`config.mk`:
```
export PLATFORM = sky130hd
export DESIGN_NAME = sensor_report_packet_parser_unit
export DESIGN_NICKNAME = d
export VERILOG_FILES = /design/src/sv/srpp_pkg.sv /design/src/sv/srpp_csr.sv /design/src/sv/srpp_core.sv /design/src/sv/sensor_report_packet_parser_unit.sv
export SDC_FILE = /design/constraint.sdc
export NUM_CORES = 1
export LEC_CHECK = 0
export ABC_AREA = 1
export CORE_ASPECT_RATIO = 1.2
export CORE_MARGIN = 1.5
export CORE_UTILIZATION = 58
export CTS_CLUSTER_DIAMETER = 150
export DETAILED_ROUTE_END_ITERATION = 8
export DONT_BUFFER_PORTS = 1
export HOLD_SLACK_MARGIN = 0.08
export PLACE_DENSITY = 0.76
export SYNTH_ARGS = -nofsm -noshare
export SYNTH_HDL_FRONTEND = slang
export SYNTH_HIERARCHICAL = 1
export SYNTH_SLANG_ARGS = --single-unit
export TNS_END_PERCENT = 50
```
`constraint.sdc`:
```
create_clock -name clock -period 4.3 [get_ports clock]
set_clock_uncertainty 0.15 [all_clocks]
set_input_delay 0.215 -clock clock [delete_from_list [all_inputs] [get_ports clock]]
set_output_delay 0.215 -clock clock [all_outputs]
set_load 0.01 [all_outputs]
```
`src/sv/srpp_pkg.sv`:
```
`timescale 1ns / 1ps
`default_nettype none

package srpp_pkg;

   localparam int unsigned HEADER_BYTES        = 4;
   localparam int unsigned TIMESTAMP_BYTES     = 5;
   localparam int unsigned SENSOR_REPORT_BYTES = 10;
   localparam logic [7:0]  TIMESTAMP_ID        = 8'hFB;
   localparam int unsigned LENGTH_BITS         = 15;

   localparam logic [7:0]  OFF_X_LO = 8'd4;
   localparam logic [7:0]  OFF_X_HI = 8'd5;
   localparam logic [7:0]  OFF_Y_LO = 8'd6;
   localparam logic [7:0]  OFF_Y_HI = 8'd7;
   localparam logic [7:0]  OFF_Z_LO = 8'd8;
   localparam logic [7:0]  OFF_Z_HI = 8'd9;

   typedef enum logic [1:0] {
      KIND_NONE  = 2'd0,
      KIND_ACCEL = 2'd1,
      KIND_GYRO  = 2'd2,
      KIND_MAG   = 2'd3
   } kind_type;

   typedef enum logic [1:0] {
      CSR_REPORTS_CHANNEL = 2'd0,
      CSR_ACCEL_ID        = 2'd1,
      CSR_GYRO_ID         = 2'd2,
      CSR_MAG_ID          = 2'd3
   } csr_index_type;

   typedef struct packed {
      logic [7:0] reports_channel;
      logic [7:0] accel_report_id;
      logic [7:0] gyro_report_id;
      logic [7:0] mag_report_id;
   } cfg_type;

   typedef struct packed {
      logic        any_report;
      logic        packet_end;
      logic [15:0] axis_z;
      logic [15:0] axis_y;
      logic [15:0] axis_x;
      kind_type    report_kind;
   } result_type;

endpackage

`default_nettype wire

```
`src/sv/srpp_csr.sv`:
```
`timescale 1ns / 1ps
`default_nettype none

module srpp_csr (
   input  wire logic             clock,
   input  wire logic             reset,
   input  wire logic             csr_psel,
   input  wire logic             csr_penable,
   input  wire logic             csr_pwrite,
   input  wire logic [3:0]       csr_paddr,
   input  wire logic [31:0]      csr_pwdata,
   output logic      [31:0]      csr_prdata,
   output logic                  csr_pready,
   output srpp_pkg::cfg_type     cfg
);

   srpp_pkg::cfg_type       cfg_ff;
   srpp_pkg::cfg_type       cfg_in;
   srpp_pkg::csr_index_type sel;
   logic                    wr_en;
   logic [7:0]              rd_byte;

   assign sel        = srpp_pkg::csr_index_type'(csr_paddr[3:2]);
   assign csr_pready = 1'b1;
   assign wr_en      = csr_psel && csr_penable && csr_pwrite && csr_pready;

   always_comb begin
      cfg_in = cfg_ff;
      if (wr_en) begin
         case (sel)
            srpp_pkg::CSR_REPORTS_CHANNEL: cfg_in.reports_channel = csr_pwdata[7:0];
            srpp_pkg::CSR_ACCEL_ID:        cfg_in.accel_report_id = csr_pwdata[7:0];
            srpp_pkg::CSR_GYRO_ID:         cfg_in.gyro_report_id  = csr_pwdata[7:0];
            srpp_pkg::CSR_MAG_ID:          cfg_in.mag_report_id   = csr_pwdata[7:0];
            default:                       cfg_in = cfg_ff;
         endcase
      end
   end

   always_comb begin
      case (sel)
         srpp_pkg::CSR_REPORTS_CHANNEL: rd_byte = cfg_ff.reports_channel;
         srpp_pkg::CSR_ACCEL_ID:        rd_byte = cfg_ff.accel_report_id;
         srpp_pkg::CSR_GYRO_ID:         rd_byte = cfg_ff.gyro_report_id;
         srpp_pkg::CSR_MAG_ID:          rd_byte = cfg_ff.mag_report_id;
         default:                       rd_byte = 8'd0;
      endcase
   end

   assign csr_prdata = {24'd0, rd_byte};
   assign cfg        = cfg_ff;

   always_ff @(posedge clock) begin
      if (reset) begin
         cfg_ff.reports_channel <= 8'd3;
         cfg_ff.accel_report_id <= 8'd1;
         cfg_ff.gyro_report_id  <= 8'd2;
         cfg_ff.mag_report_id   <= 8'd3;
      end else begin
         cfg_ff <= cfg_in;
      end
   end

endmodule

`default_nettype wire

```
`src/sv/srpp_core.sv`:
```
`timescale 1ns / 1ps
`default_nettype none

module srpp_core #(
   parameter int unsigned MAX_PACKET_BYTES = 128
) (
   input  wire logic               clock,
   input  wire logic               reset,
   input  wire logic               step,
   input  wire logic [7:0]         data_byte,
   input  wire logic               first_byte,
   input  wire srpp_pkg::cfg_type  cfg,
   output logic                    res_vld,
   output srpp_pkg::result_type    res
);

   localparam logic [14:0] MAX_LEN15 = 15'(MAX_PACKET_BYTES);
   localparam logic [7:0]  MAX_LEN8  = 8'(MAX_PACKET_BYTES);

   logic [7:0]          byte_index_ff, byte_index_in;
   logic [7:0]          packet_length_ff, packet_length_in;
   logic [7:0]          report_start_ff, report_start_in;
   srpp_pkg::kind_type  current_kind_ff, current_kind_in;
   logic                parse_stopped_ff, parse_stopped_in;
   logic                updated_ff, updated_in;
   logic [7:0]          low_hold_ff, low_hold_in;
   logic [15:0]         x_hold_ff, x_hold_in;
   logic [15:0]         y_hold_ff, y_hold_in;

   logic [7:0]          b_idx, b_rs, b_plen, off, rs_ts, rs_sr, len_clamp;
   srpp_pkg::kind_type  b_ck, id_kind, kind_out;
   logic                b_upd, id_hit, no_fit, stop_id, pkt_end;
   logic [8:0]          ts_sum, sr_sum, idx_p1;
   logic [14:0]         len15;
   logic [15:0]         word;

   // a new packet restarts the walk
   assign b_idx  = first_byte ? 8'd0 : byte_index_ff;
   assign b_rs   = first_byte ? 8'(srpp_pkg::HEADER_BYTES) : report_start_ff;
   assign b_plen = first_byte ? 8'd0 : packet_length_ff;
   assign b_ck   = first_byte ? srpp_pkg::KIND_NONE : current_kind_ff;
   assign b_upd  = first_byte ? 1'b0 : updated_ff;

   assign len15     = {data_byte[6:0], low_hold_ff};
   assign len_clamp = (len15 > MAX_LEN15) ? MAX_LEN8 : len15[7:0];

   assign ts_sum = {1'b0, b_rs} + 9'(srpp_pkg::TIMESTAMP_BYTES);
   assign sr_sum = {1'b0, b_rs} + 9'(srpp_pkg::SENSOR_REPORT_BYTES);
   assign rs_ts  = ts_sum[8] ? 8'hFF : ts_sum[7:0];
   assign rs_sr  = sr_sum[8] ? 8'hFF : sr_sum[7:0];
   assign no_fit = sr_sum > {1'b0, b_plen};
   assign off    = b_idx - b_rs;
   assign idx_p1 = {1'b0, b_idx} + 9'd1;
   assign word   = {data_byte, low_hold_ff};

   // id priority: accel, then gyro, then mag
   always_comb begin
      id_hit  = 1'b1;
      id_kind = srpp_pkg::KIND_MAG;
      if (data_byte == cfg.accel_report_id) begin
         id_kind = srpp_pkg::KIND_ACCEL;
      end else if (data_byte == cfg.gyro_report_id) begin
         id_kind = srpp_pkg::KIND_GYRO;
      end else if (data_byte != cfg.mag_report_id) begin
         id_hit = 1'b0;
      end
   end

   always_comb begin
      byte_index_in    = byte_index_ff;
      packet_length_in = packet_length_ff;
      report_start_in  = report_start_ff;
      current_kind_in  = current_kind_ff;
      parse_stopped_in = parse_stopped_ff;
      updated_in       = updated_ff;
      low_hold_in      = low_hold_ff;
      x_hold_in        = x_hold_ff;
      y_hold_in        = y_hold_ff;
      res_vld          = 1'b0;
      res              = '0;
      kind_out         = srpp_pkg::KIND_NONE;
      stop_id          = 1'b0;
      pkt_end          = 1'b0;

      if (step && (first_byte || !parse_stopped_ff)) begin
         byte_index_in    = (b_idx == 8'hFF) ? b_idx : b_idx + 8'd1;
         packet_length_in = b_plen;
         report_start_in  = b_rs;
         current_kind_in  = b_ck;
         parse_stopped_in = 1'b0;
         updated_in       = b_upd;

         if (b_idx == 8'd0) begin
            low_hold_in = data_byte;
         end else if (b_idx == 8'd1) begin
            packet_length_in = len_clamp;
            if (len_clamp <= 8'(srpp_pkg::HEADER_BYTES)) begin
               parse_stopped_in = 1'b1;
               res_vld          = 1'b1;
               res.packet_end   = 1'b1;
            end
         end else if (b_idx == 8'd2) begin
            if (data_byte != cfg.reports_channel) begin
               parse_stopped_in = 1'b1;
               res_vld          = 1'b1;
               res.packet_end   = 1'b1;
            end
         end else if (b_idx != 8'd3) begin
            if (b_idx == b_rs) begin
               current_kind_in = srpp_pkg::KIND_NONE;
               if (data_byte == srpp_pkg::TIMESTAMP_ID) begin
                  report_start_in = rs_ts;
               end else if (id_hit) begin
                  if (no_fit) begin
                     stop_id = 1'b1;
                  end else begin
                     current_kind_in = id_kind;
                  end
               end else begin
                  stop_id = 1'b1;
               end
            end else if (b_ck != srpp_pkg::KIND_NONE) begin
               case (off)
                  srpp_pkg::OFF_X_LO,
                  srpp_pkg::OFF_Y_LO,
                  srpp_pkg::OFF_Z_LO: low_hold_in = data_byte;
                  srpp_pkg::OFF_X_HI: x_hold_in = word;
                  srpp_pkg::OFF_Y_HI: y_hold_in = word;
                  srpp_pkg::OFF_Z_HI: begin
                     kind_out        = b_ck;
                     updated_in      = 1'b1;
                     current_kind_in = srpp_pkg::KIND_NONE;
                     report_start_in = rs_sr;
                  end
                  default: ;
               endcase
            end

            pkt_end = stop_id || (idx_p1 == {1'b0, b_plen});
            if (pkt_end) begin
               parse_stopped_in = 1'b1;
            end
            if (pkt_end || kind_out != srpp_pkg::KIND_NONE) begin
               res_vld         = 1'b1;
               res.report_kind = kind_out;
               res.packet_end  = pkt_end;
               res.any_report  = pkt_end && updated_in;
               if (kind_out != srpp_pkg::KIND_NONE) begin
                  res.axis_x = x_hold_ff;
                  res.axis_y = y_hold_ff;
                  res.axis_z = word;
               end
            end
         end
      end
   end

   always_ff @(posedge clock) begin
      if (reset) begin
         byte_index_ff    <= 8'd0;
         packet_length_ff <= 8'd0;
         report_start_ff  <= 8'd0;
         current_kind_ff  <= srpp_pkg::KIND_NONE;
         parse_stopped_ff <= 1'b1;
         updated_ff       <= 1'b0;
      end else begin
         byte_index_ff    <= byte_index_in;
         packet_length_ff <= packet_length_in;
         report_start_ff  <= report_start_in;
         current_kind_ff  <= current_kind_in;
         parse_stopped_ff <= parse_stopped_in;
         updated_ff       <= updated_in;
      end
   end

   always_ff @(posedge clock) begin
      low_hold_ff <= low_hold_in;
      x_hold_ff   <= x_hold_in;
      y_hold_ff   <= y_hold_in;
   end

endmodule

`default_nettype wire

```
`src/sv/sensor_report_packet_parser_unit.sv`:
```
`timescale 1ns / 1ps
`default_nettype none

// channel   ports   direction   payload
// req_      axis    in          tdata[7:0] data_byte, tuser[0] first_byte
// rsp_      axis    out         tdata x/y/z, tlast packet_end, tuser kind/any_report
// csr_      apb     in/out      four 8-bit id and channel registers at 0x0..0xc
//
// one request per clock sustained while rsp_tready is held high; a taken request passes through
// the input register, then the parse logic into the result register (output register)
// the parse state updates in the same cycle that moves a request into the output
// synchronous reset resets the control state and loads the configuration registers' defaults
// a stalled result holds the output register and, once the input register is full, req_tready

module sensor_report_packet_parser_unit #(
   parameter int unsigned MAX_PACKET_BYTES = 128
) (
   input  wire logic        clock,
   input  wire logic        reset,
   input  wire logic        req_tvalid,
   output logic             req_tready,
   input  wire logic [7:0]  req_tdata,   // data_byte
   input  wire logic [0:0]  req_tuser,   // first_byte
   output logic             rsp_tvalid,
   input  wire logic        rsp_tready,
   output logic [47:0]      rsp_tdata,   // axis_x, axis_y, axis_z
   output logic [2:0]       rsp_tuser,   // report_kind[1:0], any_report
   output logic             rsp_tlast,
   input  wire logic        csr_psel,
   input  wire logic        csr_penable,
   input  wire logic        csr_pwrite,
   input  wire logic [3:0]  csr_paddr,
   input  wire logic [31:0] csr_pwdata,
   output logic [31:0]      csr_prdata,
   output logic             csr_pready
);

   srpp_pkg::cfg_type    cfg;
   srpp_pkg::result_type res;
   srpp_pkg::result_type out_ff, out_in;
   logic                 res_vld;
   logic                 in_vld_ff, in_vld_in;
   logic [7:0]           in_data_ff, in_data_in;
   logic                 in_first_ff, in_first_in;
   logic                 out_vld_ff, out_vld_in;
   logic                 advance, step;

   srpp_csr u_csr (
      .clock       (clock),
      .reset       (reset),
      .csr_psel    (csr_psel),
      .csr_penable (csr_penable),
      .csr_pwrite  (csr_pwrite),
      .csr_paddr   (csr_paddr),
      .csr_pwdata  (csr_pwdata),
      .csr_prdata  (csr_prdata),
      .csr_pready  (csr_pready),
      .cfg         (cfg)
   );

   srpp_core #(
      .MAX_PACKET_BYTES (MAX_PACKET_BYTES)
   ) u_core (
      .clock      (clock),
      .reset      (reset),
      .step       (step),
      .data_byte  (in_data_ff),
      .first_byte (in_first_ff),
      .cfg        (cfg),
      .res_vld    (res_vld),
      .res        (res)
   );

   assign advance    = !out_vld_ff || rsp_tready;
   assign step       = in_vld_ff && advance;
   assign req_tready = !in_vld_ff || advance;

   always_comb begin
      in_vld_in   = in_vld_ff;
      in_data_in  = in_data_ff;
      in_first_in = in_first_ff;
      if (req_tready) begin
         in_vld_in   = req_tvalid;
         in_data_in  = req_tdata;
         in_first_in = req_tuser[0];
      end
   end

   always_comb begin
      out_vld_in = out_vld_ff;
      out_in     = out_ff;
      if (advance) begin
         out_vld_in = step && res_vld;
         out_in     = res;
      end
   end

   always_ff @(posedge clock) begin
      if (reset) begin
         in_vld_ff  <= 1'b0;
         out_vld_ff <= 1'b0;
      end else begin
         in_vld_ff  <= in_vld_in;
         out_vld_ff <= out_vld_in;
      end
   end

   always_ff @(posedge clock) begin
      in_data_ff  <= in_data_in;
      in_first_ff <= in_first_in;
      out_ff      <= out_in;
   end

   assign rsp_tvalid = out_vld_ff;
   assign rsp_tdata  = {out_ff.axis_z, out_ff.axis_y, out_ff.axis_x};
   assign rsp_tuser  = {out_ff.any_report, out_ff.report_kind};
   assign rsp_tlast  = out_ff.packet_end;

endmodule

`default_nettype wire

```
==> flow_metrics.env, run 1 <==
export IMPL_r2r_cells=19
export IMPL_chipHeight_um=139
export IMPL_vdd_drop_max_mv=0.252
export IMPL_hold_buffers=35
export IMPL_whs_path_depth=3
export IMPL_synth_compound_area_share_pct=7.28
export IMPL_grt_max_degree=54
export IMPL_synth_cell_type_count=46
export IMPL_drc=0
export IMPL_ant_nets=0
export IMPL_worst_pin_slew_ns=0.999
export IMPL_timing_hold_ws_ns=0.115
export IMPL_setup_viol=0
export IMPL_crit_chain="inv_2 -> nand2_1 -> inv_1 -> ha_1 -> or2_2 -> a31oi_1 -> ha_1 -> nand2_1 -> or4_1 -> nand2_1 -> nand3_1 -> nand2_1 -> o21ai_1 -> nand2_1 -> nand2_1 -> nand2_1 -> nand2_1 -> nand2_1 -> a21oi_1"
export IMPL_grt_pass1_vias=6728
export IMPL_drv_slew=0
export IMPL_startpoint_type="flip-flop"
export IMPL_grt_pass1_wl_mm=34.4
export IMPL_cts_setup_buffers=0
export IMPL_synth_main_ff_cell="edfxtp_1"
export IMPL_final_cells=1319
export IMPL_ys_ff_latch=163
export IMPL_finalHoldViolCount=0
export IMPL_clkTransAtPathRegs_ns=0.07
export IMPL_vias_per_cell=5.53
export IMPL_synthXorXnorAreaFrac_pct=3.83
export IMPL_tritoncts="yes"
export IMPL_dp_hpwl_mm=14.5
export IMPL_synth_edf_count=101
export IMPL_crit_required_ns=4.43
export IMPL_synth_top_area_share_pct=34.0
export IMPL_synthSimpleGateAreaFrac_pct=28.2
export IMPL_synth_most_common_cell="nand2_1"
export IMPL_die_w_um=116
export IMPL_period_needed_ns=3.80
export IMPL_maxCapViolations=0
export IMPL_hp_class="in -> reg"
export IMPL_max_freq_ghz=0.263
export IMPL_grt_setup_unrepaired="false"
export IMPL_synth_largest_area_cell="edfxtp_1"
export IMPL_hp_start="reset"
export IMPL_netlist_instances=1069
export IMPL_dp_cells=1252
export IMPL_power_density_nw_per_um2=361
export IMPL_hold_end="u_core/report_start_ff[4]"
export IMPL_ys_warnings_count=6
export IMPL_nets=1175
export IMPL_io_buffers=0
export IMPL_r2r_end="rsp_tvalid"
export IMPL_syn_area_um2=8920
export IMPL_gp_congestion=0.939
export IMPL_p_leak_nw=4.05
export IMPL_slowest_delay_ns=0.63
export IMPL_clk_root_buffer_cell="clkbuf_16"
export IMPL_synthArstFlopShare_pct=0
export IMPL_synth_avg_cell_area_um2=8.34
export IMPL_fin_crit_sh_pct=88.3
export IMPL_synth_top_family_by_area="simple AND/OR/NAND/NOR gates"
export IMPL_crit_type="reg -> reg"
export IMPL_design_die_area_um2=16100
export IMPL_io_pins=139
export IMPL_r2r_slack_ns=0.50
export IMPL_path_max_fanout=10
export IMPL_cpMostUsedCell="nand2_1"
export IMPL_r2r_start="in_first_ff"
export IMPL_routedWlPerCell_um=16.1
export IMPL_tns_ns=0
export IMPL_cp_num_buf_inv=2
export IMPL_rows=49
export IMPL_start_util_pct=59.4
export IMPL_drtIter0Drc=496
export IMPL_cp_slowest_cell="edfxtp_1"
export IMPL_cts_sinks=163
export IMPL_syn2layout_area_growth_pct=11.3
export IMPL_core_um2=15000
export IMPL_cts_inserted_buffers=17
export IMPL_grt_use_total_pct=27.6
export IMPL_ys_seq_area_share_pct=47.9
export IMPL_synth_commonest_cells="240 x nand2_1, 133 x nor2_1, 107 x inv_1, 101 x edfxtp_1, 70 x nand3_1"
export IMPL_yosys_top_cells_area="edfxtp_1 34%, dfxtp_1 14%, nand2_1 10%"
export IMPL_routed_wl_mm=21.2
export IMPL_antenna_cells=0
export IMPL_antenna_found_initial=0
export IMPL_htree_levels=4
export IMPL_drive_gt1_share_pct=10.5
export IMPL_cp_arrival_ns=3.93
export IMPL_synthMuxAreaShare_pct=0
export IMPL_dr_pass1_iters=5
export IMPL_total_power_mw=3.59
export IMPL_clockBufferDepth=2
export IMPL_status="finished clean"
export IMPL_relSlewSlack_pct=33.3
export IMPL_cts_resized=0
export IMPL_synthAdderAreaFrac_pct=3.03
export IMPL_end_kind="flip-flop"
export IMPL_overflow=0
export IMPL_worst_path_dominant_cell_family="simple AND/OR/NAND/NOR gates"
export IMPL_worstSkewPairLatency_ns=0.43
export IMPL_vias=7298
-- registers in the layout (all words and copies together) (netlist names), 2 cells and up --
signal                   flops
rsp_tdata                   48
u_csr/cfg                   32
u_core/x_hold_ff            16
u_core/y_hold_ff            16
in_data_ff                   8
u_core/byte_index_ff         8
u_core/low_hold_ff           8
u_core/packet_length_ff      8
u_core/report_start_ff       8
rsp_tuser                    3
u_core/current_kind_ff       2
-- kinds of logic after synthesis --
| family | after synthesis |
|---|---|
| fa+ha+maj | 21 |
| other cells | 2 |
| buf+inv | 182 |
| compound gates | 118 |
| simple gates | 544 |
| flops | 163 |
| xor+xnor | 39 |
-- worst reg2reg max path, cell delays in order, from the launching register on --
cell and delay [ns]:
edfxtp_1 0.63, inv_2 0.22, nand2_1 0.12, inv_1 0.08
ha_1 0.20, or2_2 0.35, a31oi_1 0.40, ha_1 0.21
nand2_1 0.05, or4_1 0.47, nand2_1 0.08, nand3_1 0.10
nand2_1 0.09, o21ai_1 0.10, nand2_1 0.07, nand2_1 0.04
nand2_1 0.10, nand2_1 0.07, nand2_1 0.05, a21oi_1 0.06
-- cell type report --
class	instances	area, um^2
sequential	163	4270
inverter	121	454
tap	204	255
clock inverter	14	140
timing repair buffer	52	490
multi-input combinational	747	3890
clock buffer	18	429
fill	1217	5090
-- metrics by stage --
step | utilization [%] | instance area, um^2 | worst slack, ns
global route | 66.1 | 9930 | 0.236
finish | 66.1 | 9930 | 0.502
detailed placement | 60.0 | 9010 | 0.579
floorplan | - | 9010 | 0.180
CTS | 66.1 | 9930 | 0.553
global placement | 60.0 | 9010 | 0.625
-- how the worst max path moves through the flow --
| stage | cells past startpoint | slack, ns | from | to |
|---|---|---|---|---|
| floorplan | 21 | 0.18 | in_first_ff | u_core/y_hold_ff[0] |
| global placement | 19 | 0.63 | in_first_ff | rsp_tvalid |
| detailed placement | 19 | 0.58 | in_first_ff | rsp_tvalid |
| CTS | 19 | 0.55 | in_first_ff | rsp_tvalid |
| global route | 20 | 0.24 | in_first_ff | rsp_tvalid |
| finish | 19 | 0.50 | in_first_ff | rsp_tvalid |
-- routing by layer --
layer	track usage [%]	up-vias	wire length, um
li1	-	3541	-
met1	35.5	3331	8480
met2	44.9	370	10300
met3	5.73	56	1700
met4	11.5	0	681
met5	0	-	0
-- where the power goes --
group | internal [mW] | total [mW] | leakage, nW | switching, mW
logic | 0.135 | 0.403 | 2.17 | 0.267
registers | 1.68 | 1.72 | 1.60 | 0.0386
clock network | 0.774 | 1.47 | 0.280 | 0.695
total | 2.59 | 3.59 | 4.05 | 1.00
-- layout by cell type, fill, tap and decap left out, drive strengths merged, types with 13 or more instances in the layout --
cell type and count:
a21oi 43, buf 17, clkbuf 18, conb 25, dfxtp 62, dlygate4sd3 35
edfxtp 101, ha 20, inv 129, nand2 246, nand3 72, nand4 27
nor2 152, nor3 23, o21ai 51, or2 13, xnor2 19, xor2 20
Note: power is estimated with default switching activity, not from simulation.
==> inputs of run 2 (changes only) <==
==> constraint.sdc (replaced) <==
create_clock -name clock -period 4.3 [get_ports clock]
set_clock_uncertainty 0.15 [all_clocks]
set_input_delay 0.43 -clock clock [delete_from_list [all_inputs] [get_ports clock]]
set_output_delay 0.43 -clock clock [all_outputs]
set_load 0.01 [all_outputs]
==> run 2 against run 1 <==
Power up 2.7%. Critical path type unchanged. Combinational power down 3%. Worst hold slack better by 0.0041 ns. Routed wire length down 0.76%. Highest routed layer unchanged. Maximum frequency up 1.3%.
==> flow_metrics.env, run 2 (synthesis gave the netlist of run 1 again) <==
export IMPL_die_w_um=116
export IMPL_path_max_fanout=5
export IMPL_p_comb_share_pct=10.6
export IMPL_grt_use_total_pct=27.2
export IMPL_r2r_start="in_first_ff"
export IMPL_slowest_delay_ns=0.51
export IMPL_crit_type="reg -> reg"
export IMPL_grt_pass1_vias=6653
export IMPL_tns_ns=0
export IMPL_hp_class="in -> reg"
export IMPL_top_layer="met4"
export IMPL_cts_setup_buffers=0
export IMPL_wl_met3_mm=1.50
export IMPL_power_density_nw_per_um2=377
export IMPL_max_freq_ghz=0.267
export IMPL_cp_arrival_ns=3.89
export IMPL_routed_wl_mm=21.0
export IMPL_io_buffers=0
export IMPL_finalHoldViolCount=0
export IMPL_syn2layout_area_growth_pct=9.48
export IMPL_seq_power_share_pct=46.6
export IMPL_mostFrequentLayoutCells="239 x nand2_1, 133 x nor2_1, 107 x inv_1"
export IMPL_grt_setup_unrepaired="false"
export IMPL_p_clk_share_pct=42.8
export IMPL_largest_reg_flops=48
export IMPL_tritoncts="yes"
export IMPL_design_die_area_um2=16100
export IMPL_postPlaceCellArea_um2=9020
export IMPL_whs_path_depth=4
export IMPL_period_needed_ns=3.75
export IMPL_start_util_pct=59.4
export IMPL_power_switching_mw=0.992
export IMPL_cp_slowest_cell="edfxtp_1"
export IMPL_chipHeight_um=139
export IMPL_worst_path_dominant_cell_family="simple AND/OR/NAND/NOR gates"
export IMPL_core_um2=15000
export IMPL_dp_hpwl_mm=14.6
export IMPL_relSlewSlack_pct=34.4
export IMPL_end_kind="flip-flop"
export IMPL_wl_met2_mm=10.3
export IMPL_gp_congestion=0.915
export IMPL_wl_met1_mm=8.61
export IMPL_postLayoutCellArea_um2=9770
export IMPL_htree_levels=4
export IMPL_nets=1154
export IMPL_p_leak_nw=4.00
export IMPL_hold_end="u_csr/cfg[28]"
export IMPL_rows=49
export IMPL_r2r_slack_ns=0.55
export IMPL_cp_num_buf_inv=1
export IMPL_r2r_end="rsp_tvalid"
export IMPL_clockBufferDepth=2
export IMPL_hp_start="csr_pwdata[4]"
export IMPL_routedWlPerCell_um=16.2
export IMPL_grt_max_degree=54
export IMPL_drv_slew=0
export IMPL_utilization_pct=65.0
export IMPL_status="finished clean"
export IMPL_crit_required_ns=4.44
export IMPL_ant_nets=0
export IMPL_crit_chain="nor2_1 -> inv_1 -> ha_1 -> or2_2 -> a31oi_1 -> ha_1 -> nand2_1 -> or4_1 -> nand2_1 -> nand3_1 -> nand2_1 -> o21ai_1 -> nand2_1 -> nand2_1 -> nand2_1 -> nand2_1 -> nand2_1 -> a21oi_1"
export IMPL_startpoint_type="flip-flop"
export IMPL_clkTransAtPathRegs_ns=0.07
export IMPL_cts_sinks=163
export IMPL_worst_pin_slew_ns=0.982
export IMPL_layout_commonest_cell="nand2_1"
export IMPL_io_pins=139
export IMPL_antenna_found_initial=0
export IMPL_worst_slack_ns=0.552
export IMPL_vdd_drop_max_mv=0.232
export IMPL_p_int_mw=2.69
export IMPL_drive_gt1_share_pct=10.8
export IMPL_overflow=0
export IMPL_cpMostUsedCell="nand2_1"
export IMPL_antenna_cells=0
export IMPL_drc=0
export IMPL_vias=7144
export IMPL_fin_crit_sh_pct=87.2
export IMPL_drtIter0Drc=557
export IMPL_swShare_pct=26.9
export IMPL_vias_per_cell=5.50
export IMPL_setup_viol=0
export IMPL_place_ws_ns=0.586
export IMPL_r2r_cells=18
export IMPL_clk_root_buffer_cell="clkbuf_16"
export IMPL_maxCapViolations=0
export IMPL_worstSkewPairLatency_ns=0.43
export IMPL_cts_inserted_buffers=17
export IMPL_grt_pass1_wl_mm=33.5
export IMPL_dr_pass1_iters=5
-- run 2: how the worst max path moves through the flow --
stage                     start  cells past startpoint                  end
floorplan           in_first_ff                     21  u_core/y_hold_ff[0]
global placement    in_first_ff                     20           rsp_tvalid
detailed placement  in_first_ff                     19           rsp_tvalid
CTS                 in_first_ff                     19           rsp_tvalid
global route        in_first_ff                     20           rsp_tvalid
finish              in_first_ff                     18           rsp_tvalid
-- run 2: layer usage --
layer	GRT usage, %	vias to the layer above
met2	44.7	352
met4	12.3	0
met5	0	-
met1	34.4	3247
met3	5.16	52
li1	-	3493
-- run 2: power groups by stage --
| stage | sequential [mW] | clock (mW) | combinational (mW) |
|---|---|---|---|
| after global placement | 1.75 | 0 | 0.363 |
| after global routing | 1.72 | 1.67 | 0.433 |
| after floorplan | 1.73 | 0 | 0.317 |
| after detailed placement | 1.75 | 0 | 0.368 |
| final | 1.72 | 1.58 | 0.390 |
| after CTS | 1.72 | 1.59 | 0.384 |
-- run 2: per-stage QoR --
step	hold WS, ns	total power, mW	cells
3_5_place_dp	0.297	2.12	1253
2_1_floorplan	0.284	2.05	1092
3_3_place_gp	0.293	2.11	1253
6_report	0.119	3.69	1298
4_1_cts	0.115	3.69	1298
5_1_grt	0.143	3.82	1298
-- run 2: area by class of cell --
class                           instances  area, um^2
Clock buffer                           18         429
Clock inverter                         14         189
Fill cell                            1247        5260
Inverter                              121         454
Multi-Input combinational cell        747        3890
Sequential cell                       163        4270
Tap cell                              204         255
Timing Repair Buffer                   31         278
-- run 2: worst min-delay path, stage by stage --
cell and delay [ns]:
inv_1 0.05, nand3_1 0.08, nand2_1 0.05, nor2_1 0.07
-- run 2: repair_timing --
action / 4_1_cts / 5_1_grt
resized for setup: 0 / 0
setup endpoints to repair: 0 / 0
hold endpoints to repair: 31 / 0
hold buffers: 13 / 0
